## config.mk

```make
export PLATFORM = sky130hd
export DESIGN_NAME = fcbb_front_flat
export DESIGN_NICKNAME = d
export VERILOG_FILES = /design/src/fcbb_pkg.sv /design/src/fcbb_if.sv /design/src/fcbb_front.sv /design/src/flat_wrapper.sv
export SDC_FILE = /design/constraint.sdc
export NUM_CORES = 1
export LEC_CHECK = 0
export CORE_AREA = 8 8 109 111
export DETAILED_ROUTE_END_ITERATION = 12
export DIE_AREA = 0 0 117 119
export DONT_BUFFER_PORTS = 1
export PLACE_DENSITY = 0.65
export SYNTH_ARGS = -nofsm -noshare
export SYNTH_HDL_FRONTEND = slang
export SYNTH_SLANG_ARGS = --single-unit
```

## constraint.sdc

```tcl
create_clock -name clk_i -period 2.6 [get_ports clk_i]
set_input_delay 0.52 -clock clk_i [delete_from_list [all_inputs] [get_ports clk_i]]
set_output_delay 0.52 -clock clk_i [all_outputs]
set_load 0.05 [all_outputs]
```

## src/fcbb_pkg.sv

```systemverilog
// Shared types and constants for the frame change bounding box block.
`timescale 1ns / 1ps

package fcbb_pkg;

  localparam int unsigned COL_W  = 10;
  localparam int unsigned ROW_W  = 10;
  localparam int unsigned PIX_W  = 32;
  localparam int unsigned DIM_W  = 11;
  localparam int unsigned BOX_W  = 10;
  localparam int unsigned CFG_IDX_W = 1;

  localparam logic [CFG_IDX_W-1:0] REG_FRAME_WIDTH  = 1'b0;
  localparam logic [CFG_IDX_W-1:0] REG_FRAME_HEIGHT = 1'b1;

  localparam logic [DIM_W-1:0] FRAME_WIDTH_RST  = 11'd1024;
  localparam logic [DIM_W-1:0] FRAME_HEIGHT_RST = 11'd768;

  // Entries in the queue between classification and the store side.
  localparam int unsigned QUEUE_DEPTH = 4;

  typedef enum logic {
    CMD_REF = 1'b0,
    CMD_CMP = 1'b1
  } cmd_e;

  // A word after classification: the raw fields plus whether it hits the store.
  typedef struct packed {
    cmd_e              cmd;
    logic [COL_W-1:0]  col;
    logic [ROW_W-1:0]  row;
    logic [PIX_W-1:0]  pixel;
    logic              last;
    logic              hit;
  } class_t;

endpackage

```

## src/fcbb_if.sv

```systemverilog
// Stream interfaces for the pixel input and the box result channels.
`timescale 1ns / 1ps

interface fcbb_in_if;
  logic                            valid;
  logic                            ready;
  logic                            command;
  logic [fcbb_pkg::COL_W-1:0]      col;
  logic [fcbb_pkg::ROW_W-1:0]      row;
  logic [fcbb_pkg::PIX_W-1:0]      pixel;
  logic                            frame_last;

  modport source (output valid, command, col, row, pixel, frame_last, input ready);
  modport sink   (input valid, command, col, row, pixel, frame_last, output ready);
endinterface


```

## src/fcbb_front.sv

```systemverilog
// Front end: accepts pixel words, checks frame bounds and sampling, forms the store index.
`timescale 1ns / 1ps

module fcbb_front #(
  parameter int unsigned MAX_WIDTH   = 1024,
  parameter int unsigned MAX_HEIGHT  = 1024,
  parameter int unsigned SAMPLE_STEP = 4,
  parameter int unsigned IDX_W       = 16
) (
  input  logic                         clk_i,
  input  logic                         rst_ni,
  fcbb_in_if.sink                      pix_i,
  input  logic [fcbb_pkg::DIM_W-1:0]   frame_width_i,
  input  logic [fcbb_pkg::DIM_W-1:0]   frame_height_i,
  output logic                         cls_valid_o,
  input  logic                         cls_ready_i,
  output fcbb_pkg::class_t             cls_item_o,
  output logic [IDX_W-1:0]             cls_idx_o
);

  localparam int unsigned GRID_COLS = (MAX_WIDTH + SAMPLE_STEP - 1) / SAMPLE_STEP;
  localparam int unsigned QUO_SHIFT = 16;
  localparam int unsigned RECIP     = ((1 << QUO_SHIFT) + SAMPLE_STEP - 1) / SAMPLE_STEP;
  localparam int unsigned PROD_W    = 27;
  localparam int unsigned LIM_W     = 14;
  localparam int unsigned SUM_W     = 25;

  // Stage one: bounds check and quotients by the sample step.
  logic                              s1_valid_q;
  fcbb_pkg::class_t                  s1_item_q;
  logic [fcbb_pkg::COL_W-1:0]        s1_cq_q;
  logic [fcbb_pkg::ROW_W-1:0]        s1_rq_q;
  // Stage two: classified word with store index.
  logic                              s2_valid_q;
  fcbb_pkg::class_t                  s2_item_q, s2_item_d;
  logic [IDX_W-1:0]                  s2_idx_q;

  logic                              s1_ready;
  logic                              s2_ready;
  logic                              in_frame;
  logic [PROD_W-1:0]                 col_prod;
  logic [PROD_W-1:0]                 row_prod;
  logic [LIM_W-1:0]                  col_back;
  logic [LIM_W-1:0]                  row_back;
  logic                              sampled;
  logic [SUM_W-1:0]                  idx_full;

  assign s2_ready    = !s2_valid_q || cls_ready_i;
  assign s1_ready    = !s1_valid_q || s2_ready;
  assign pix_i.ready = s1_ready;

  // Multiplying by a rounded-up reciprocal gives the exact quotient for 10-bit values.
  assign col_prod = PROD_W'(pix_i.col) * PROD_W'(RECIP);
  assign row_prod = PROD_W'(pix_i.row) * PROD_W'(RECIP);

  assign in_frame = ({1'b0, pix_i.col} < frame_width_i) &&
                    ({1'b0, pix_i.row} < frame_height_i) &&
                    (LIM_W'(pix_i.col) < LIM_W'(MAX_WIDTH)) &&
                    (LIM_W'(pix_i.row) < LIM_W'(MAX_HEIGHT));

  assign col_back = LIM_W'(s1_cq_q) * LIM_W'(SAMPLE_STEP);
  assign row_back = LIM_W'(s1_rq_q) * LIM_W'(SAMPLE_STEP);
  assign sampled  = (col_back == LIM_W'(s1_item_q.col)) && (row_back == LIM_W'(s1_item_q.row));
  assign idx_full = SUM_W'(s1_rq_q) * SUM_W'(GRID_COLS) + SUM_W'(s1_cq_q);

  // The stored word only counts when it is both in the frame and on the sample grid.
  always_comb begin
    s2_item_d     = s1_item_q;
    s2_item_d.hit = s1_item_q.hit && sampled;
  end

  always_ff @(posedge clk_i or negedge rst_ni) begin
    if (!rst_ni) begin
      s1_valid_q <= 1'b0;
      s2_valid_q <= 1'b0;
    end else begin
      if (s1_ready) begin
        s1_valid_q <= pix_i.valid;
      end
      if (s2_ready) begin
        s2_valid_q <= s1_valid_q;
      end
    end
  end

  always_ff @(posedge clk_i) begin
    if (pix_i.valid && s1_ready) begin
      s1_item_q <= '{cmd:   fcbb_pkg::cmd_e'(pix_i.command),
                     col:   pix_i.col,
                     row:   pix_i.row,
                     pixel: pix_i.pixel,
                     last:  pix_i.frame_last,
                     hit:   in_frame};
      s1_cq_q   <= col_prod[QUO_SHIFT+fcbb_pkg::COL_W-1:QUO_SHIFT];
      s1_rq_q   <= row_prod[QUO_SHIFT+fcbb_pkg::ROW_W-1:QUO_SHIFT];
    end
    if (s1_valid_q && s2_ready) begin
      s2_item_q <= s2_item_d;
      s2_idx_q  <= idx_full[IDX_W-1:0];
    end
  end

  assign cls_valid_o = s2_valid_q;
  assign cls_item_o  = s2_item_q;
  assign cls_idx_o   = s2_idx_q;

endmodule

```

## src/flat_wrapper.sv

```systemverilog
// flat-port wrapper written by rule: the top's interface ports become plain ports
module fcbb_front_flat 
#(
  parameter int unsigned MAX_WIDTH   = 1024,
  parameter int unsigned MAX_HEIGHT  = 1024,
  parameter int unsigned SAMPLE_STEP = 4,
  parameter int unsigned IDX_W       = 16
)
  (clk_i, rst_ni, frame_width_i, frame_height_i, cls_valid_o, cls_ready_i, cls_item_o, cls_idx_o, pix_i_valid, pix_i_command, pix_i_col, pix_i_row, pix_i_pixel, pix_i_frame_last, pix_i_ready);
  fcbb_in_if pix_i_i ();
  input  logic clk_i;
  input  logic rst_ni;
  input  logic [fcbb_pkg::DIM_W-1:0] frame_width_i;
  input  logic [fcbb_pkg::DIM_W-1:0] frame_height_i;
  output logic cls_valid_o;
  input  logic cls_ready_i;
  output fcbb_pkg::class_t cls_item_o;
  output logic [IDX_W-1:0] cls_idx_o;
  input wire logic [$bits(pix_i_i.valid)-1:0] pix_i_valid;
  input wire logic [$bits(pix_i_i.command)-1:0] pix_i_command;
  input wire logic [$bits(pix_i_i.col)-1:0] pix_i_col;
  input wire logic [$bits(pix_i_i.row)-1:0] pix_i_row;
  input wire logic [$bits(pix_i_i.pixel)-1:0] pix_i_pixel;
  input wire logic [$bits(pix_i_i.frame_last)-1:0] pix_i_frame_last;
  output wire logic [$bits(pix_i_i.ready)-1:0] pix_i_ready;
  assign pix_i_i.valid = pix_i_valid;
  assign pix_i_i.command = pix_i_command;
  assign pix_i_i.col = pix_i_col;
  assign pix_i_i.row = pix_i_row;
  assign pix_i_i.pixel = pix_i_pixel;
  assign pix_i_i.frame_last = pix_i_frame_last;
  assign pix_i_ready = pix_i_i.ready;
  fcbb_front #(.MAX_WIDTH(MAX_WIDTH), .MAX_HEIGHT(MAX_HEIGHT), .SAMPLE_STEP(SAMPLE_STEP), .IDX_W(IDX_W)) u_core (.clk_i(clk_i), .rst_ni(rst_ni), .pix_i(pix_i_i), .frame_width_i(frame_width_i), .frame_height_i(frame_height_i), .cls_valid_o(cls_valid_o), .cls_ready_i(cls_ready_i), .cls_item_o(cls_item_o), .cls_idx_o(cls_idx_o));
endmodule
```

# --- Word level (Yosys, flattened, before mapping) ---
# Index checks and enable logic that the tools add are counted.
word_totals:
  register_bits: 144
  in_bits: 80
  output_inout_bits: 73
  word_cells: 31
classes:
  add_sub_neg: 1
  n_lt_le_gt_ge: 2
  n_eq_ne: 2
  n_reduce_logical: 9
op_table:
  columns: ["operator", "n"]
  rows:
  - ["10-bit by 11-bit less-than comparator with 1-bit output", 2]
  - ["10-bit == test", 2]
  - ["16-bit by 8-bit adder with 16-bit output", 1]
  - ["1-bit logical AND", 5]
  - ["1-bit zero test", 2]
  - ["1-bit logical OR", 2]

# --- Longest topological paths before layout ---
# Gate-level depths: netlist of the first run.
depth:
  depth_word: 4
  mapped_depth: 7
  depth_no_buf: 7

# --- Least setup slack after synthesis of the first run ---
# No wires, ideal clock.
synth_path:
  path_type: "register to register"
  startpoint: "register u_core.s2_valid_q (netlist: u_core.cls_valid_o)"
  endpoint: "register u_core.s1_item_q[0] (netlist name) (enable)"
  setup_ns: 0.418
  arrival_time_ns: 2.503
  slack_ns: -0.321
  stages_incl_launch_ff: 3
  period_less_slack_ns: 2.921
  cell_sequence: "dfrtp_1 > nand3b_1 > and2_1"
synth_via:
  elab_chain_cells: 4
synth_lines:
  columns: ["item", "line", "text"]
  rows:
  - ["start, declared", "fcbb_front.sv:34", "logic s2_valid_q;"]
  - ["start signal, assigned", "fcbb_front.sv:81", "s2_valid_q <= s1_valid_q;"]
  - ["1-bit zero test", "fcbb_front.sv:48", "assign s2_ready = !s2_valid_q || cls_ready_i;"]
  - ["1-bit logical OR", "fcbb_front.sv:48", null]
  - ["1-bit logical OR", "fcbb_front.sv:49", "assign s1_ready = !s1_valid_q || s2_ready;"]
  - ["net pix_i_ready", "flat_wrapper.sv:25", "output wire logic [$bits(pix_i_i.ready)-1:0] pix_i_ready;"]
  - ["1-bit logical AND", "fcbb_front.sv:87", "if (pix_i.valid && s1_ready) begin"]
  - ["end signal, assigned", "fcbb_front.sv:88", "s1_item_q <= '{cmd: fcbb_pkg::cmd_e'(pix_i.command),"]
  - ["end, declared", "fcbb_front.sv:30", "fcbb_pkg::class_t s1_item_q;"]
# The timed path passes the listed nets, and every way through them passes these cells.
# A chain may end at the register's enable or synchronous reset.

# --- Worst setup path after layout of the first run ---
layout_path:
  startpoint: "register u_core.s2_valid_q (netlist: u_core.cls_valid_o)"
  endpoint: "output pix_i_ready"
layout_via:
  elab_chain_cells: 3
layout_lines:
  columns: ["item", "line"]
  rows:
  - ["1-bit zero test", "fcbb_front.sv:48"]
  - ["1-bit logical OR", "fcbb_front.sv:48"]
  - ["1-bit logical OR", "fcbb_front.sv:49"]
  - ["end, declared", "flat_wrapper.sv:25"]
# No other way between the ends.

==> qor.txt, run 1 <==
Status - complete, no violations
Final ANT Viol Nets - 0
Post-synth ARST share - 1.79%
Die W - 117 um
CP Class - flop to output pin
Initial core utilization - 39.6%
Reg2Reg Capture Point - u_core.s1_item_q[22]$_DFFE_PP_
Clock transition at path regs - 0.10 ns
Top cells by area, synth - edfxtp_1, ha_1, buf_4
Reg power frac - 66.3%
Clock share of power - 25.6%
Maximum VDD drop - 0.000268 V
Worst-path cell chain - nand3b_1 > buf_4
CTS hold repair buffers - 1
Worst Hold Launch - pix_i_col[4]
Diodes inserted - 0
Cell total after placement - 337
# IOs - 153
Deepest clock path buffer count - 2
Unrepaired setup endpoints after global routing - false
# DRC - 0
Hold path depth - 0
Hold EP - u_core.s1_item_q[48]$_DFFE_PP_
CTS H-tree depth - 3
Fin area - 0.00438 mm^2
Remaining Overflow, GRT - 0
Post-synthesis register bit count - 112
Non-Filler Instances - 354
Critical Path Start Type - flop
Buf/Inv on CP - 1
Post-synthesis cell type count - 23
Gpl congestion - 0.644
Routed length per instance - 20.9 um
Logic gate share of total power - 8.1%
Top cells by count, synth - edfxtp_1, ha_1, inv_1
CTS tree - yes
Post-DP HPWL - 5590 um
Largest net degree at the start of global routing - 56
Final nets - 311
Final setup viols - 0
NetSw - 1.00 mW
CP max stage cell - dfrtp_1
Crit path capture type - output pin
Worst hold-check path type - primary input to flop
EDFF count, synth - 110
Clk sink count - 112
Global-route wire length before repair - 10600 um
Filler cell count in the final layout - 922
Drt pass-1 iters - 4
Vias - 1668
Synth Flop Type - edfxtp_1
Vias in the first global route - 1833
Worst Max-Slew Pin Slew - 0.912 ns
Synthesized area - 0.00400 mm^2
Postcts setup bufs - 0
CP max FO - 3
Max_cap viols - 0
Max-slew violations - 0
Register area - 0.00335 mm^2
Layout cells sized above 1 - 17.4%
Syn_area_per_cell - 20.1 um^2
R2R depth - 4
CP required - 2.08 ns
Post-synth top area share - 82.6%
Setup tns final - 0 ns
Worst R2R Start - u_core.cls_valid_o$_DFFE_PN0P_
Leakage - 1.57 nW
FMAX - 520 MHz
Root Buffer - clkbuf_8
Gate Count Post-Synth - 199
Die Ht - 119 um
CP arrival - 1.40 ns
Rel. slew slack - 39.3%
Final hold vios - 0
# resized after CTS - 0
1st-iter DRT viols - 85
Multi-input logic area - 460 um^2
R2r setup slk - 0.76 ns
Internal power - 2.55 mW
Final Skew - 0.00896 ns
Post-placement cell area - 0.00420 mm^2
Core area - 0.0101 mm^2
GRT Overall Usage - 10.6%
Initial antenna violation count - 0
WL final - 7400 um
Top Family by Delay on Critical Path - flip-flops
Clock Latency Late Sink - 0.36 ns
Synthesis-to-finish area growth - 9.54%
YS warnings - 0
Rows - 37
Port bufs - 0
Seq/Total Area, Yosys - 83.9%
Via density - 4.71
CTS Buf Count - 9
Worst path max stage delay - 0.66 ns
Synth area leader - edfxtp_1
Switching share of power - 28.2%
Fin crit period - 1.92 ns
DIE AREA - 0.0139 mm^2
Cell area power density - 811 mW/mm^2
Syn nets - 297
Most common cell in the netlist - edfxtp_1
Tcrit/Tclk final - 74.0%
-- through the flow --
step                      utilization [%]  worst slack, ns  hold slack [ns]  power [mW]
after detailed placement             41.6            0.785            0.224        2.69
final                                43.4            0.677            0.248        3.55
after CTS                            43.4            0.647            0.217        3.62
after global routing                 43.4            0.611            0.209        3.71
after floorplan                         -            0.132            0.224        2.62
after global placement               41.6            0.834            0.224        2.68
-- power by group through the flow --
stage | combinational, mW | sequential, mW | clock, mW
CTS | 0.296 | 2.36 | 0.963
floorplan | 0.188 | 2.44 | 0
global placement | 0.284 | 2.39 | 0
global route | 0.314 | 2.37 | 1.03
detailed placement | 0.294 | 2.40 | 0
finish | 0.289 | 2.35 | 0.909
-- cells by family (layout without fill, tap and decap cells) --
logic type / count (synthesis) / count (layout) / synth area share (%)
flip-flops: 112 / 112 / 83.9
adder cells (fa/ha/maj): 18 / 18 / 5.63
buffers and inverters: 34 / 53 / 4.69
AO/OA/AOI/OAI: 14 / 14 / 2.35
AND/OR/NAND/NOR: 21 / 21 / 3.47
-- registers in the layout (all words and copies together), names as in the netlist --
signal,cells
u_core.cls_idx_o,16
u_core.cls_item_o,39
u_core.cls_valid_o,1
u_core.s1_item_q,55
u_core.s1_valid_q,1
-- worst max path at each step --
stage	from	endpoint	slack, ns	cells past startpoint
2_1_floorplan	u_core.cls_valid_o$_DFFE_PN0P_	u_core.cls_idx_o[0]$_DFFE_PP_	0.13	2
3_3_place_gp	u_core.cls_valid_o$_DFFE_PN0P_	u_core.s1_item_q[26]$_DFFE_PP_	0.83	4
3_5_place_dp	u_core.cls_valid_o$_DFFE_PN0P_	u_core.s1_item_q[23]$_DFFE_PP_	0.78	4
4_1_cts	u_core.cls_valid_o$_DFFE_PN0P_	pix_i_ready	0.65	2
5_1_grt	u_core.cls_valid_o$_DFFE_PN0P_	pix_i_ready	0.61	2
6_report	u_core.cls_valid_o$_DFFE_PN0P_	pix_i_ready	0.68	2
-- routing by layer --
metal  up-vias  GRT usage [%]  part of all wire [%]
met5         -              0                     0
li1        758              -                     -
met3         8           4.70                   8.5
met1       812           11.2                    41
met4         0           5.28                   1.5
met2        90           17.4                    49
-- placed cells by master, fill, tap and decap left out, types with 2 or more instances in the layout --
master      instances
ha_1               18
a21oi_1             5
a211oi_1            2
nand4_1             2
inv_1              18
nand3_1             2
nand2b_1            5
buf_4              17
clkbuf_8            9
edfxtp_1          110
nor2_1              3
a21o_1              3
and2_2              2
nand4b_1            2
dfrtp_1             2
clkinvlp_4          4
-- area by class of cell --
class	count	area share (%)
clock inverter	7	1.09
inverter	18	1.54
clock buffer	9	2.83
tap	136	3.88
multi-input combinational	53	10.5
sequential	112	76.5
timing repair buffer	19	3.60
No activity file was read; power rests on OpenSTA's default activity.
==> inputs of run 2 (changes only) <==
--- a/config.mk
+++ b/config.mk
@@ -9,7 +9,7 @@
 export DETAILED_ROUTE_END_ITERATION = 12
 export DIE_AREA = 0 0 117 119
 export DONT_BUFFER_PORTS = 1
-export PLACE_DENSITY = 0.65
+export PLACE_DENSITY = 0.67
 export SYNTH_ARGS = -nofsm -noshare
 export SYNTH_HDL_FRONTEND = slang
 export SYNTH_SLANG_ARGS = --single-unit
==> constraint.sdc (replaced) <==
create_clock -name clk_i -period 1.7 [get_ports clk_i]
set_input_delay 0.34 -clock clk_i [delete_from_list [all_inputs] [get_ports clk_i]]
set_output_delay 0.34 -clock clk_i [all_outputs]
set_load 0.05 [all_outputs]
==> run 2 against run 1 <==
  * Hold slack lost 0.18 ns
  * Global-route usage grew 0.27 points
  * Setup slack got worse by 0.43 ns
  * Combinational power rose by 74%
  * Sequential power is 52% higher
==> qor.txt, run 2 (same netlist as run 1, synthesis figures left out) <==
Vias in the first global route - 1892 (+3.2%)
Max_cap viols - 0 (unchanged)
Die W - 117 um (unchanged)
Gpl congestion - 0.674 (+4.5%)
Worst Max-Slew Pin Slew - 0.505 ns (-0.407 ns)
Worst path max stage delay - 0.43 ns (-0.23 ns)
Final Skew - 0.00937 ns (+0.000405 ns)
# resized after CTS - 0 (unchanged)
Max-slew violations - 0 (unchanged)
GRT Overall Usage - 10.8% (+0.27 points)
Die Ht - 119 um (unchanged)
CTS Buf Count - 9 (unchanged)
Largest net degree at the start of global routing - 41 (-27%)
Rows - 37 (unchanged)
Final setup viols - 0 (unchanged)
Cell area power density - 1250 mW/mm^2 (+55%)
R2R depth - 3 (-1)
Hold EP - u_core.s1_item_q[48]$_DFFE_PP_
Via density - 4.66 (-1.0%)
Drt pass-1 iters - 4 (unchanged)
Post-placement cell area - 0.00428 mm^2 (+2.0%)
Root Buffer - clkbuf_8
Clock Latency Late Sink - 0.36 ns (about the same)
Finished Core Util - 44.5% (+1.1 points)
Post-DP HPWL - 5770 um (+3.2%)
CTS tree - yes
Vias - 1679 (+0.66%)
Register area - 0.00335 mm^2 (about the same)
Leading cell type in the layout, fill and taps excluded - edfxtp_1
Postcts setup bufs - 0 (unchanged)
Final nets - 317 (+1.9%)
CTS hold repair buffers - 1 (unchanged)
Non-Filler Instances - 360 (+1.7%)
Worst hold-check path type - primary input to flop
Fin crit period - 1.45 ns
Clk sink count - 112 (unchanged)
FMAX - 689 MHz
Final WS setup - 0.248 ns (-0.429 ns)
Multi-input logic area - 462 um^2 (+0.27%)
Final ANT Viol Nets - 0 (unchanged)
Leakage - 1.63 nW (+4.0%)
CP max stage cell - dfrtp_2
Clock transition at path regs - 0.10 ns (about the same)
# DRC - 0 (unchanged)
Top Family by Delay on Critical Path - flip-flops
CTS H-tree depth - 3 (unchanged)
Initial core utilization - 39.6% (unchanged)
Status - complete, no violations
Remaining Overflow, GRT - 0 (unchanged)
1st-iter DRT viols - 95 (+12%)
DIE AREA - 0.0139 mm^2 (unchanged)
CP Class - flop to output pin
Setup WS pre-CTS - 0.107 ns (-0.678 ns)
Unrepaired setup endpoints after global routing - false
CP max FO - 3 (unchanged)
WL final - 7470 um (+0.95%)
Largest Register - u_core.s1_item_q
Maximum VDD drop - 0.000390 V (+45%)
Global-route wire length before repair - 10900 um (+3.2%)
Stages on worst setup path - 2 (unchanged)
R2r setup slk - 0.43 ns (-0.33 ns)
Most frequent cells in the layout - edfxtp_1, buf_4, inv_1, ha_1, clkbuf_8
Worst R2R Start - u_core.cls_valid_o$_DFFE_PN0P_
Worst-path cell chain - nand3b_1 > buf_4
Rel. slew slack - 66.4% (+27 points)
Core area - 0.0101 mm^2 (unchanged)
Hold path depth - 0 (unchanged)
Final hold vios - 0 (unchanged)
Tcrit/Tclk final - 85.4%
Cell total after placement - 343 (+1.8%)
Initial antenna violation count - 0 (unchanged)
CP required - 1.36 ns (-0.72 ns)
Filler cell count in the final layout - 934 (+1.3%)
Buf/Inv on CP - 1 (unchanged)
Total chip power - 5.63 mW (+58%)
Worst Hold Launch - pix_i_col[4]
Reg2Reg Capture Point - u_core.cls_item_o[16]$_DFFE_PP_
Crit path capture type - output pin
Layout cells sized above 1 - 20.5% (+3.1 points)
Fin area - 0.00449 mm^2 (+2.5%)
Port bufs - 0 (unchanged)
Critical Path Start Type - flop
Number of flip-flops under the largest register name - 55 (unchanged)
# IOs - 153 (unchanged)
Synthesis-to-finish area growth - 12.3%
Routed length per instance - 20.7 um (-0.74%)
Diodes inserted - 0 (unchanged)
Deepest clock path buffer count - 2 (unchanged)
CP arrival - 1.11 ns (-0.29 ns)
## run 2: how the worst max path moves through the flow
stage | from | end | slack (ns)
6_report | u_core.cls_valid_o$_DFFE_PN0P_ | pix_i_ready | 0.25
5_1_grt | u_core.cls_valid_o$_DFFE_PN0P_ | pix_i_ready | 0.16
4_1_cts | u_core.cls_valid_o$_DFFE_PN0P_ | pix_i_ready | 0.22
3_5_place_dp | frame_height_i[5] | u_core.s1_item_q[0]$_DFFE_PP_ | 0.11
3_3_place_gp | frame_height_i[8] | u_core.s1_item_q[0]$_DFFE_PP_ | 0.13
2_1_floorplan | u_core.cls_valid_o$_DFFE_PN0P_ | u_core.s1_item_q[0]$_DFFE_PP_ | -0.26
## run 2: stage by stage
stage,hold WS [ns],setup TNS (ns)
global placement,0.0445,0
CTS,0.0403,0
global route,0.0279,0
floorplan,0.0444,-18.46
detailed placement,0.0445,0
finish,0.0669,0
## run 2: area by class of cell
class                   instances  share of cell area [%]
clock buffers                   9                    2.76
clock inverters                 7                    1.62
inverters                      18                    1.50
multi-input cells              53                    10.3
flip-flops and latches        112                    74.7
well taps                     136                    3.79
repair buffers                 25                    5.35
## run 2: layer usage
metal	vias up	wire [um]	GRT usage, %
li1	773	-	-
met1	811	2900	11.2
met5	-	0	0
met2	88	3750	18.1
met3	7	721	5.51
met4	0	95	4.56
## run 2: report_power, final
| group | total, mW | switching (mW) | internal [mW] |
|---|---|---|---|
| Combinational | 0.504 | 0.375 | 0.129 |
| Sequential | 3.57 | 0.299 | 3.27 |
| Clock | 1.55 | 0.872 | 0.682 |
| Total | 5.63 | 1.55 | 4.08 |
