--- src/fcbb_pkg.sv ---
// Shared types and constants for the frame change bounding box block.
`timescale 1ns / 1ps

package fcbb_pkg;

  localparam int unsigned COL_W  = 10;
  localparam int unsigned ROW_W  = 10;
  localparam int unsigned PIX_W  = 32;
  localparam int unsigned DIM_W  = 11;
  localparam int unsigned BOX_W  = 10;
  localparam int unsigned CFG_IDX_W = 1;

  localparam logic [CFG_IDX_W-1:0] REG_FRAME_WIDTH  = 1'b0;
  localparam logic [CFG_IDX_W-1:0] REG_FRAME_HEIGHT = 1'b1;

  localparam logic [DIM_W-1:0] FRAME_WIDTH_RST  = 11'd1024;
  localparam logic [DIM_W-1:0] FRAME_HEIGHT_RST = 11'd768;

  // Entries in the queue between classification and the store side.
  localparam int unsigned QUEUE_DEPTH = 4;

  typedef enum logic {
    CMD_REF = 1'b0,
    CMD_CMP = 1'b1
  } cmd_e;

  // A word after classification: the raw fields plus whether it hits the store.
  typedef struct packed {
    cmd_e              cmd;
    logic [COL_W-1:0]  col;
    logic [ROW_W-1:0]  row;
    logic [PIX_W-1:0]  pixel;
    logic              last;
    logic              hit;
  } class_t;

endpackage

--- src/fcbb_queue.sv ---
// Short queue that decouples classification from the store side.
`timescale 1ns / 1ps

module fcbb_queue #(
  parameter int unsigned IDX_W = 16
) (
  input  logic                 clk_i,
  input  logic                 rst_ni,
  input  logic                 push_valid_i,
  output logic                 push_ready_o,
  input  fcbb_pkg::class_t     push_item_i,
  input  logic [IDX_W-1:0]     push_idx_i,
  output logic                 pop_valid_o,
  input  logic                 pop_ready_i,
  output fcbb_pkg::class_t     pop_item_o,
  output logic [IDX_W-1:0]     pop_idx_o
);

  localparam int unsigned DEPTH = fcbb_pkg::QUEUE_DEPTH;
  localparam int unsigned PTR_W = $clog2(DEPTH);
  localparam int unsigned CNT_W = $clog2(DEPTH + 1);

  fcbb_pkg::class_t        item_q [DEPTH];
  logic [IDX_W-1:0]        idx_q  [DEPTH];
  logic [PTR_W-1:0]        wr_ptr_q, wr_ptr_d;
  logic [PTR_W-1:0]        rd_ptr_q, rd_ptr_d;
  logic [CNT_W-1:0]        count_q, count_d;
  logic                    do_push;
  logic                    do_pop;

  assign push_ready_o = (count_q != CNT_W'(DEPTH));
  assign pop_valid_o  = (count_q != '0);
  assign do_push      = push_valid_i && push_ready_o;
  assign do_pop       = pop_valid_o && pop_ready_i;
  assign pop_item_o   = item_q[rd_ptr_q];
  assign pop_idx_o    = idx_q[rd_ptr_q];

  always_comb begin
    wr_ptr_d = wr_ptr_q;
    rd_ptr_d = rd_ptr_q;
    count_d  = count_q;
    if (do_push) begin
      wr_ptr_d = (wr_ptr_q == PTR_W'(DEPTH - 1)) ? '0 : wr_ptr_q + 1'b1;
    end
    if (do_pop) begin
      rd_ptr_d = (rd_ptr_q == PTR_W'(DEPTH - 1)) ? '0 : rd_ptr_q + 1'b1;
    end
    if (do_push && !do_pop) begin
      count_d = count_q + 1'b1;
    end else if (do_pop && !do_push) begin
      count_d = count_q - 1'b1;
    end
  end

  always_ff @(posedge clk_i or negedge rst_ni) begin
    if (!rst_ni) begin
      wr_ptr_q <= '0;
      rd_ptr_q <= '0;
      count_q  <= '0;
    end else begin
      wr_ptr_q <= wr_ptr_d;
      rd_ptr_q <= rd_ptr_d;
      count_q  <= count_d;
    end
  end

  always_ff @(posedge clk_i) begin
    if (do_push) begin
      item_q[wr_ptr_q] <= push_item_i;
      idx_q[wr_ptr_q]  <= push_idx_i;
    end
  end

endmodule

--- config.mk ---
export PLATFORM = sky130hd
export DESIGN_NAME = fcbb_queue
export DESIGN_NICKNAME = d
export VERILOG_FILES = /design/src/fcbb_pkg.sv /design/src/fcbb_queue.sv
export SDC_FILE = /design/constraint.sdc
export NUM_CORES = 1
export LEC_CHECK = 0
export BUFFER_PORTS_ARGS = -buffer_cell sky130_fd_sc_hd__buf_2
export CORE_MARGIN = 4
export CORE_UTILIZATION = 51
export CTS_CLUSTER_SIZE = 25
export DETAILED_ROUTE_END_ITERATION = 7
export PLACE_DENSITY_LB_ADDON = 0.05
export SLEW_MARGIN = 10
export SYNTH_ARGS = -nofsm -noshare
export SYNTH_HDL_FRONTEND = slang
export SYNTH_SLANG_ARGS = --single-unit
--- constraint.sdc ---
create_clock -name clk_i -period 1.9 [get_ports clk_i]
set_input_delay 0.285 -clock clk_i [delete_from_list [all_inputs] [get_ports clk_i]]
set_output_delay 0.285 -clock clk_i [all_outputs]
set_load 0.05 [all_outputs]
# Word-level counts from Yosys, hierarchy flattened
# Memory sizes are Yosys's and may differ from the RTL's.
# Cells that the tools add are included.
dict set report totals {
  elab_cells 26
  mem_count 2
  latchBits 0
  reg_bits 7
  ram_bits 284
  rom_bits 0
  input_bits 75
}
# memory words word_bits read_ports rd_ports_with_merged_regs wr line
set mem_list {}
lappend mem_list {item_q 4 55 1 0 1 fcbb_queue.sv:23} ;# fcbb_pkg::class_t item_q [DEPTH];
lappend mem_list {idx_q 4 16 1 0 1 fcbb_queue.sv:24} ;# logic [IDX_W-1:0] idx_q [DEPTH];
dict set report classes {
  n_bitwise 0
  n_eq_ne 3
  mux 6
  div_mod_pow 0
  n_reduce_logical 8
  shift 0
  multipliers 0
  addsub 4
  magnitude_cmp 0
}
# cell count
set op_table {}
lappend op_table {{$mux 3} 2}
lappend op_table {{$add 2x1->2 const B} 2}
lappend op_table {{$eq 2x2->1 const B} 2}
lappend op_table {{$logic_and 1x1->1} 4}
lappend op_table {{$mux 2} 2}
lappend op_table {{$add 3x1->3 const B} 1}
lappend op_table {{$ne 3x3->1 const B} 1}
lappend op_table {{$reduce_bool 3->1} 1}
lappend op_table {{$sub 3x1->3 const B} 1}
lappend op_table {{$logic_not 1->1} 2}
lappend op_table {{$mux 1} 2}
lappend op_table {{$reduce_bool 2->1} 1}

# Logic depth before layout (Yosys ltp)
# Gate-level depths: netlist (run 1).
dict set report depth {
  ltp_word 6
  ltp_mapped 8
  mapped_depth_nobuf 8
}

# Worst setup path after synthesis (run 1)
# OpenSTA, ideal clock, no wires.
dict set report synth_timing {
  path_kind {reg2reg}
  start {register count_q[1]}
  end {register count_q[2]}
  stages_incl_launch_ff 9
  period_less_slack_ns 2.292
  arrival_time_ns 2.213
  slack_ns -0.392
  cell_sequence {dfrtp_1 or3_2 nand2_1 ha_1 inv_1 fa_1 xor2_1 nor2_1 xor2_1}
}
dict set report synth_between {
  elab_chain_len 5
  elab_cells_between_ends 13
  classes_between {add/sub: 2; eq/ne: 1; mux: 2; reduce/logical: 8}
}
# element line
set synth_rtl {}
lappend synth_rtl {{from (decl)} fcbb_queue.sv:27} ;# logic [CNT_W-1:0] count_q, count_d;
lappend synth_rtl {{from (signal assigned)} fcbb_queue.sv:63} ;# count_q <= count_d;
lappend synth_rtl {{$reduce_bool 3->1 (*)} fcbb_queue.sv:32} ;# assign pop_valid_o = (count_q != '0);
lappend synth_rtl {{via pop_valid_o} fcbb_queue.sv:13} ;# output logic pop_valid_o,
lappend synth_rtl {{$logic_and 1x1->1 (*)} fcbb_queue.sv:34} ;# assign do_pop = pop_valid_o && pop_ready_i;
lappend synth_rtl {{$logic_not 1->1} fcbb_queue.sv:48} ;# if (do_push && !do_pop) begin
lappend synth_rtl {{$logic_and 1x1->1} fcbb_queue.sv:48}
lappend synth_rtl {{$mux 3 or $reduce_bool 2->1 (tied branches)} n/a}
# Mark *: on every way through the listed nets, which the timed path passes. The rest lies on a longest branch. The select of a mux whose other input is x is not followed.
# A chain may end at the register's enable or synchronous reset.

==> reports/metrics.yaml, run 1 <==
status: "finished, violations left"
violations: "negative setup slack"
finalMaxSlewViolations: 0
peakVddDrop_v: 0.001175
nets: 767
gp_congestion: 0.7518
ys.warnings.count: 0
drt-vias-per-instance: 5.324
end_kind: "primary output"
track_usage: 0.1737
synth_cell_types: 19
critPathKind: "reg -> out"
dr_total_vias: 5218
die_area_um2: 23280
cts_root_buf: "clkbuf_16"
drive_gt1_frac: 0.4626
die_w_um: 152.6
cp.arrival_ns: 2.06
synth_nets: 489
clkTransAtPathRegs_ns: 0.06
numCtsBuffers: 30
finalCriticalPeriod_ns: 2.347
clk_latency_ns: 0.53
grt_max_degree: 43
maxCapViolations: 0
worst_pin_slew_ns: 0.2764
placed_area_um2: 12060
pin_count: 148
cts.path.max_buffers: 3
die_h_um: 152.6
post-dp-hpwl_um: 12010
dr.pass1.iters: 4
cp-start-kind: "register"
p_per_area_nw_per_um2: 1837
route.detailed.drc: 0
start_util: 0.5219
fin_setup_tns_ns: -26.79
mostFrequentLayoutCells: "edfxtp_1, buf_2, dlygate4sd3_1"
stdcell_area_um2: 14600
p_leak_nw: 5.140
wl_um: 20750
post-route-period-util: 1.235
first_global_vias: 5738
avgSynthCellArea_um2: 26.20
final-hold-violation-count: 0
grt_pass1_wl_um: 31980
netlist_instances: 407
netlist_area_um2: 10660
max_stage_delay_ns: 0.50
grt-ovfl-total: 0
hp-class: "in -> async"
wl_per_cell_um: 21.17
numClockSinks: 291
drt_iter0_markers: 278
final_antenna_net_count: 0
ys_seq_area_frac: 0.8163
clock.fmax_ghz: 0.4261
crit_required_ns: 1.62
cp_max_fo: 5
whs_ns: 0.1063
antenna_found_initial: 1
skew_ns: 0.01353
final_common_cell: "edfxtp_1"
slowest_stage: "dfrtp_4"
slew_headroom: 0.8157
rsz0062_at_grt: "true"
worst_slack_ns: -0.4469
cts_tree: "done"
core_um2: 20430
area_growth_pct: 36.90
htreeDepth: 1
setup_viol_count_final: 72
numPortBuffers: 147
ys_seq_elements: 291
crit_chain: "buf_12 -> buf_8 -> buf_16 -> mux4_2 -> buf_6"
rows: 52
[routing by layer]
layer,vias up,global-route usage,share of wire
met2,146,0.2923,0.50
met4,0,0.03521,0.011
met5,-,0,0
met3,19,0.03607,0.056
li1,2318,-,-
met1,2735,0.2407,0.43
[Yosys cell counts]
library cell,count,share of area
edfxtp_1,284,0.80
mux4_2,71,0.15
buf_4,7,0.0049
dfrtp_1,7,0.016
clkbuf_1,6,0.0021
ha_1,6,0.0070
and3_2,4,0.0028
buf_2,3,0.0014
inv_1,3,0.0011
mux2_2,3,0.0032
nor2_1,3,0.0011
mux2_4,2,0.0028
xor2_1,2,0.0016
and2_4,1,0.00082
fa_1,1,0.0019
nand2_1,1,0.00035
or3_2,1,0.00070
or3b_4,1,0.0011
xnor2_1,1,0.00082
[where the power goes]
part / internal, W / leakage [nW] / switching, W
Sequential: 0.00848 / 2.68 / 0.000301
Clock: 0.00391 / 0.516 / 0.00231
Combinational: 0.00494 / 1.94 / 0.00687
Total: 0.0173 / 5.14 / 0.00948
[through the flow]
stage,setup WS (ns),instances,util,power (W)
3_3_place_gp,-0.02350,837,0.5905,0.01843
5_1_grt,-0.4955,980,0.7144,0.02790
3_5_place_dp,-0.08616,837,0.5905,0.01858
6_report,-0.4469,980,0.7144,0.02682
4_1_cts,-0.5037,973,0.6998,0.02622
2_1_floorplan,-0.2387,407,-,0.01595
[flip-flops by register name, indices dropped and copies added, names as in the netlist]
name      flops
item_q      220
idx_q        64
count_q       3
rd_ptr_q      2
wr_ptr_q      2
[logic make-up after synthesis]
| logic type | after synthesis | share of synthesized area |
|---|---|---|
| muxes | 76 | 0.1560 |
| adders and majority gates | 7 | 0.008919 |
| DFF | 291 | 0.8163 |
| buffers and inverters | 19 | 0.009505 |
| and+or+nand+nor | 11 | 0.006807 |
| xor gates and xnor gates | 3 | 0.002465 |
[worst paths after layout]
path / startpoint / endpoint / slack, ns / cells past startpoint
worst max-delay path: rd_ptr_q[0] / pop_item_o[32] / -0.45 / 5
worst min-delay path: rst_ni / count_q[1] / 0.11 / 2
worst max register to register: count_q[0] / count_q[1] / -0.05 / 6
worst min register to register: wr_ptr_q[1] / wr_ptr_q[1] / 0.60 / 1
max in group asynchronous: rst_ni / rd_ptr_q[1] / 1.62 / 2
min in group clk_i: pop_ready_i / count_q[0] / 0.21 / 4
[final cells by class]
class                      instances  area [µm²]
sequential                       291        8711
fill                            1222        5834
timing repair buffer             262        2551
multi-input combinational         97        1898
clock buffer                      32       779.5
tap                              270       337.8
clock inverter                    24       304.0
inverter                           3       11.26
antenna                            1       2.502
[worst max-delay path, delay by kind of cell (launching register included)]
family	cells	cell delay, ns
buffers and inverters	4	0.57
DFF	1	0.50
muxes	1	0.44
[repair_timing]
action	4_1_cts	5_1_grt
endpoints found under the hold margin	291	0
pin swaps	4	1
setup endpoints to repair	74	74
resized for setup	108	87
hold buffers	72	0
cloned	1	4
setup buffers	7	4
(Power assumes the default switching activity.)
==> run 2, diff against run 1 <==
ABC_AREA = 1   (was unset)
CORE_UTILIZATION = 52   (was 51)
==> run 2 against run 1 <==
Effect of this change:
- the flow still finishes with violations (negative setup slack)
- register-to-register slack gained 0.19 ns
- wire length increased by 20%
- first-iteration DRC count increased by 37%
- critical endpoint is now pop_item_o[14]
==> reports/metrics.yaml, run 2 <==
antenna_cells: 0
maxCapViolations: 0
wl_um: 24860
cp-start-kind: "register"
status: "finished, violations left"
netlist_area_um2: 12160
track_usage: 0.1897
yosys.area.top_type: "edfxtp_1"
finalNonFillerCells: 1467
peakVddDrop_v: 0.001173
hold_end: "rd_ptr_q[1]"
worst_slack_ns: -0.2677
netlist_instances: 887
wl_per_cell_um: 16.95
synth_top_family_by_area: "compound AO/OA/AOI/OAI gates"
synthAdderAreaFrac: 0.007817
end_kind: "primary output"
place_inst: 1325
cts_tree: "done"
crit_chain: "buf_6 -> buf_12 -> o211ai_1 -> nand2_1 -> buf_6"
clkTransAtPathRegs_ns: 0.06
pin_count: 148
dr.pass1.iters: 4
largest_reg_flops: 220
final-hold-violation-count: 0
synthXorXnorAreaFrac: 0.0007200
die_area_um2: 25900
htreeDepth: 1
path_common_cell: "buf_6"
numPortBuffers: 147
clk_latency_ns: 0.54
antenna_found_initial: 0
top_register: "item_q"
start_util: 0.5324
rows: 55
synth_area_leaders: "edfxtp_1, o211ai_2, nand2_1, inv_1, o211ai_1"
synth_common_cells: "edfxtp_1, nand2_1, inv_1"
drt-vias-per-instance: 4.980
cp.arrival_ns: 1.88
top_regs: "item_q: 220 flops, idx_q: 64 flops, count_q: 3 flops"
hp-start: "pop_ready_i"
finalCriticalPeriod_ns: 2.168
rrSetupSlack_ns: 0.14
grt_max_degree: 64
drive_gt1_frac: 0.2773
fill_cells: 1582
max_stage_delay_ns: 0.52
ys_seq_area_frac: 0.7155
post-route-period-util: 1.141
area_growth_pct: 30.20
worst_pin_slew_ns: 0.3696
first_global_vias: 7330
critPathKind: "reg -> out"
ys.warnings.count: 0
slowest_stage: "dfrtp_4"
async_reset_ff_frac: 0.02405
final_common_cell: "edfxtp_1"
muxShareOfSynthArea: 0
die_h_um: 160.9
clock.fmax_ghz: 0.4613
p_per_area_nw_per_um2: 1816
cts_root_buf: "clkbuf_16"
rr_endpoint: "count_q[1]"
multi_input_area_um2: 2546
cp-startpoint: "rd_ptr_q[0]"
gp_congestion: 0.7266
p_total_w: 0.02876
hp-class: "in -> reg"
finalMaxSlewViolations: 0
avgSynthCellArea_um2: 13.71
crit_required_ns: 1.62
setup_viol_count_final: 71
r2r-start: "count_q[0]"
synth-main-ff-cell: "edfxtp_1"
ff_latch_area_um2: 8711
ys_seq_elements: 291
rsz0062_at_grt: "true"
core_um2: 22850
route.detailed.drc: 0
synth-compound-area-share: 0.1173
mostFrequentLayoutCells: "edfxtp_1, nand2_1, inv_1"
synth_top_area_frac: 0.7011
synth_nets: 969
drt_iter0_markers: 382
skew_ns: 0.01923
final_antenna_net_count: 0
violations: "negative setup slack"
grt-ovfl-total: 0
synth_cell_types: 19
numCtsBuffers: 30
p_leak_nw: 6.335
slew_headroom: 0.7536
dr_total_vias: 7305
synth.most_common_cell: "edfxtp_1"
final_core_utilization: 0.6932
cts.path.max_buffers: 3
post-dp-hpwl_um: 13460
rr_worst_depth: 9
synth-edff-count: 284
hold_depth: 3
nets: 1216
die_w_um: 160.9
cp_max_fo: 35
yosys.area_share.simple: 0.07560
numClockSinks: 291
grt_pass1_wl_um: 39130
## run 2: cell types whose count changed after synthesis, moves of 6 or more
cell and change:
buf_6 +26, o211ai_2 +71, mux4_2 -71, o211ai_1 +71
inv_1 +148, buf_2 +15, buf_4 -6, clkbuf_1 -6
nand3_1 +7, nand2_1 +227
## run 2: how the worst max path moves through the flow
stage / depth (start not counted) / endpoint
after floorplan: 4 / idx_q[0][0]
after global routing: 5 / pop_item_o[25]
after CTS: 5 / pop_item_o[5]
final: 5 / pop_item_o[14]
after global placement: 4 / pop_item_o[41]
after detailed placement: 4 / pop_item_o[41]
## run 2: cell type report
cell class,instances,share of cell area
flip-flops and latches,291,0.5500
repair buffers,262,0.1674
multi-input cells,393,0.1608
clock buffers,37,0.05040
inverters,156,0.03776
well taps,313,0.02473
clock inverters,15,0.008927
## run 2: routing by layer
| layer | part of all wire | wire, µm | vias to the layer above | GRT usage |
|---|---|---|---|---|
| met3 | 0.056 | 1398 | 34 | 0.03721 |
| met2 | 0.50 | 12390 | 180 | 0.3256 |
| met1 | 0.42 | 10560 | 3510 | 0.2527 |
| li1 | - | - | 3581 | - |
| met4 | 0.021 | 510 | 0 | 0.04420 |
| met5 | 0 | 0 | - | 0 |
## run 2: through the flow
step           setup WS [ns]  setup TNS (ns)  hold slack, ns  area [µm²]
2_1_floorplan        -0.3529          -96.05        -0.01059       12220
3_3_place_gp         0.07904               0          0.1377       13330
3_5_place_dp         0.04424               0          0.1405       13330
4_1_cts              -0.2969          -16.98         0.02350       15630
5_1_grt              -0.3531          -20.17         0.04288       15840
6_report             -0.2677          -14.22         0.05598       15840
## run 2: cells by family after synthesis
logic type,Yosys count
fa+ha+maj,7
simple gates,242
compound gates,143
xor+xnor,1
flops,291
buf+inv,203
## run 2: repair_timing
action / 4_1_cts / 5_1_grt
gates cloned: 5 / 4
gates resized for setup: 148 / 20
endpoints found under the hold margin: 291 / 0
hold buffers: 72 / 0
setup endpoints to repair: 71 / 72
setup buffers: 3 / 8
pin swaps: 6 / 47
## run 2: where the power goes
| group | internal [W] | switching (W) | total, W |
|---|---|---|---|
| registers | 0.00844 | 0.000387 | 0.00882 |
| clock network | 0.00335 | 0.00224 | 0.00559 |
| logic | 0.00512 | 0.00922 | 0.0143 |
| total | 0.0169 | 0.0119 | 0.0288 |
## run 2: worst max-delay path: cells and delay by family, from the launching register on
kind                   cells  cell delay [ns]
and+or+nand+nor            1             0.11
AOI/OAI and AO/OA          1             0.20
buffers and inverters      3             0.50
DFF                        1             0.52
==> run 3, diff against run 2 <==
CORE_ASPECT_RATIO = 0.5   (was unset)
==> run 3 against run 2 <==
Effect of this change:
- the flow still finishes with violations (negative setup slack)
- global-route usage grew 0.65 points
- clock power is 8.2% lower
- count of clock-buffer cells in the layout is 1 higher
- sequential share of layout area rose by 0.15 points
- cell area down 0.28%
- hold slack gained 0.0091 ns
- via count increased by 0.18%
- largest cell class unchanged
==> reports/metrics.yaml, run 3 (same netlist as run 2, synthesis figures left out) <==
post-route-period-util: 1.150
critPathKind: "reg -> out"
die_w_um: 224.3
placed_area_um2: 13330
finalCriticalPeriod_ns: 2.184
largest_reg_flops: 220
drt_iter0_markers: 458
numPortBuffers: 147
area_growth_pct: 29.84
cp.arrival_ns: 1.90
wl_per_cell_um: 17.84
numCtsBuffers: 26
drive_gt1_frac: 0.2756
fill_cells: 1557
fin_setup_tns_ns: -15.34
top_register: "item_q"
cts.path.max_buffers: 3
pin_count: 148
start_util: 0.5315
first_global_vias: 7315
cp_max_fo: 26
status: "finished, violations left"
place_inst: 1321
slew_headroom: 0.7419
grt_max_degree: 57
dr_total_vias: 7318
p_sw_frac: 0.4188
stdcell_area_um2: 15790
cts_root_buf: "clkbuf_16"
whs_ns: 0.06507
top_regs: "item_q: 220 flops, idx_q: 64 flops, count_q: 3 flops"
maxCapViolations: 0
nets: 1216
grt-ovfl-total: 0
setup_viol_count_final: 71
die_h_um: 116.2
core_um2: 22890
rows: 39
p_per_area_nw_per_um2: 1812
cts_tree: "done"
end_kind: "primary output"
cp-start-kind: "register"
mostFrequentLayoutCells: "edfxtp_1, nand2_1, inv_1"
post-dp-hpwl_um: 14420
htreeDepth: 1
route.detailed.drc: 0
pwr-share-clk: 0.179
die_area_um2: 26050
dr.pass1.iters: 5
final_common_cell: "edfxtp_1"
peakVddDrop_v: 0.001425
violations: "negative setup slack"
rsz0062_at_grt: "true"
p_comb_frac: 0.512
clock.fmax_ghz: 0.4578
skew_ns: 0.01076
gp_congestion: 0.7520
worst_slack_ns: -0.2842
clkTransAtPathRegs_ns: 0.06
numClockSinks: 291
final_antenna_net_count: 0
seqPwrFrac: 0.308
grt_pass1_wl_um: 39700
wl_um: 26100
internal-power_w: 0.01663
hp-class: "in -> reg"
worst_pin_slew_ns: 0.3871
antenna_found_initial: 2
final-hold-violation-count: 0
drt-vias-per-instance: 5.002
track_usage: 0.1962
crit_required_ns: 1.62
finalMaxSlewViolations: 0
finalNonFillerCells: 1463
clk_latency_ns: 0.53
p_total_w: 0.02862
switching_power_w: 0.01199
p_leak_nw: 6.316
-- run 3: cell types whose count changed in the layout (fill, tap and decap cells not counted), moves of 2 or more --
cell,delta
clkbuf_16,-3
buf_6,+4
bufbuf_16,+2
clkinv_2,-3
buf_12,-2
diode_2,+2
clkbuf_1,+4
-- run 3: path summary, 6_finish.rpt --
| check | from | to | slack [ns] | cells after the start |
|---|---|---|---|---|
| setup reg to reg | count_q[0] | count_q[1] | 0.10 | 9 |
| hold reg to reg | wr_ptr_q[1] | wr_ptr_q[1] | 0.55 | 2 |
| max in group asynchronous | rst_ni | rd_ptr_q[1] | 1.56 | 2 |
| hold / removal | push_valid_i | wr_ptr_q[0] | 0.07 | 3 |
| setup / recovery | rd_ptr_q[0] | pop_item_o[11] | -0.28 | 6 |
| min in group asynchronous | rst_ni | rd_ptr_q[0] | 0.14 | 2 |
-- run 3: power groups by stage --
stage               combinational, W  sequential, W  clock (W)
finish                        0.0147        0.00882    0.00513
CTS                           0.0142        0.00882    0.00526
global placement              0.0117        0.00892          0
global route                  0.0155        0.00891    0.00555
floorplan                    0.00911        0.00886          0
detailed placement            0.0117        0.00897          0
-- run 3: stage by stage --
stage               utilization  worst slack, ns
detailed placement       0.5824          0.07015
global route             0.6901          -0.3637
floorplan                     -          -0.3529
CTS                      0.6794          -0.3107
finish                   0.6901          -0.2842
global placement         0.5824           0.1429
-- run 3: per-layer routing --
metal | track usage | routed length, µm | vias up
li1 | - | - | 3585
met1 | 0.2710 | 12040 | 3593
met2 | 0.3387 | 12810 | 126
met3 | 0.04093 | 1058 | 14
met4 | 0.02610 | 182 | 0
met5 | 0 | 0 | -
-- run 3: area by class of cell --
class | count | area [µm²] | area share
well taps | 307 | 384.1 | 0.02432
diodes | 2 | 5.005 | 0.0003169
clock buffers | 38 | 726.9 | 0.04603
multi-input cells | 393 | 2557 | 0.1619
repair buffers | 266 | 2719 | 0.1721
inverters | 156 | 598.1 | 0.03787
flip-flops and latches | 291 | 8711 | 0.5515
clock inverters | 10 | 92.59 | 0.005862
-- run 3: critical path, cell delays in order, from the launching register on --
cell      delay [ns]
dfrtp_4         0.53
buf_12          0.18
buf_12          0.17
nand2_1         0.11
o211ai_4        0.08
nand2_1         0.10
buf_6           0.17
-- run 3: repair_timing --
action / in CTS / in global routing
endpoints found under the hold margin: 291 / 0
cloned: 7 / 5
buffers inserted: 6 / 4
endpoints found under the setup margin: 71 / 72
resized for setup: 145 / 27
hold buffers: 72 / 0
pin swaps: 13 / 31
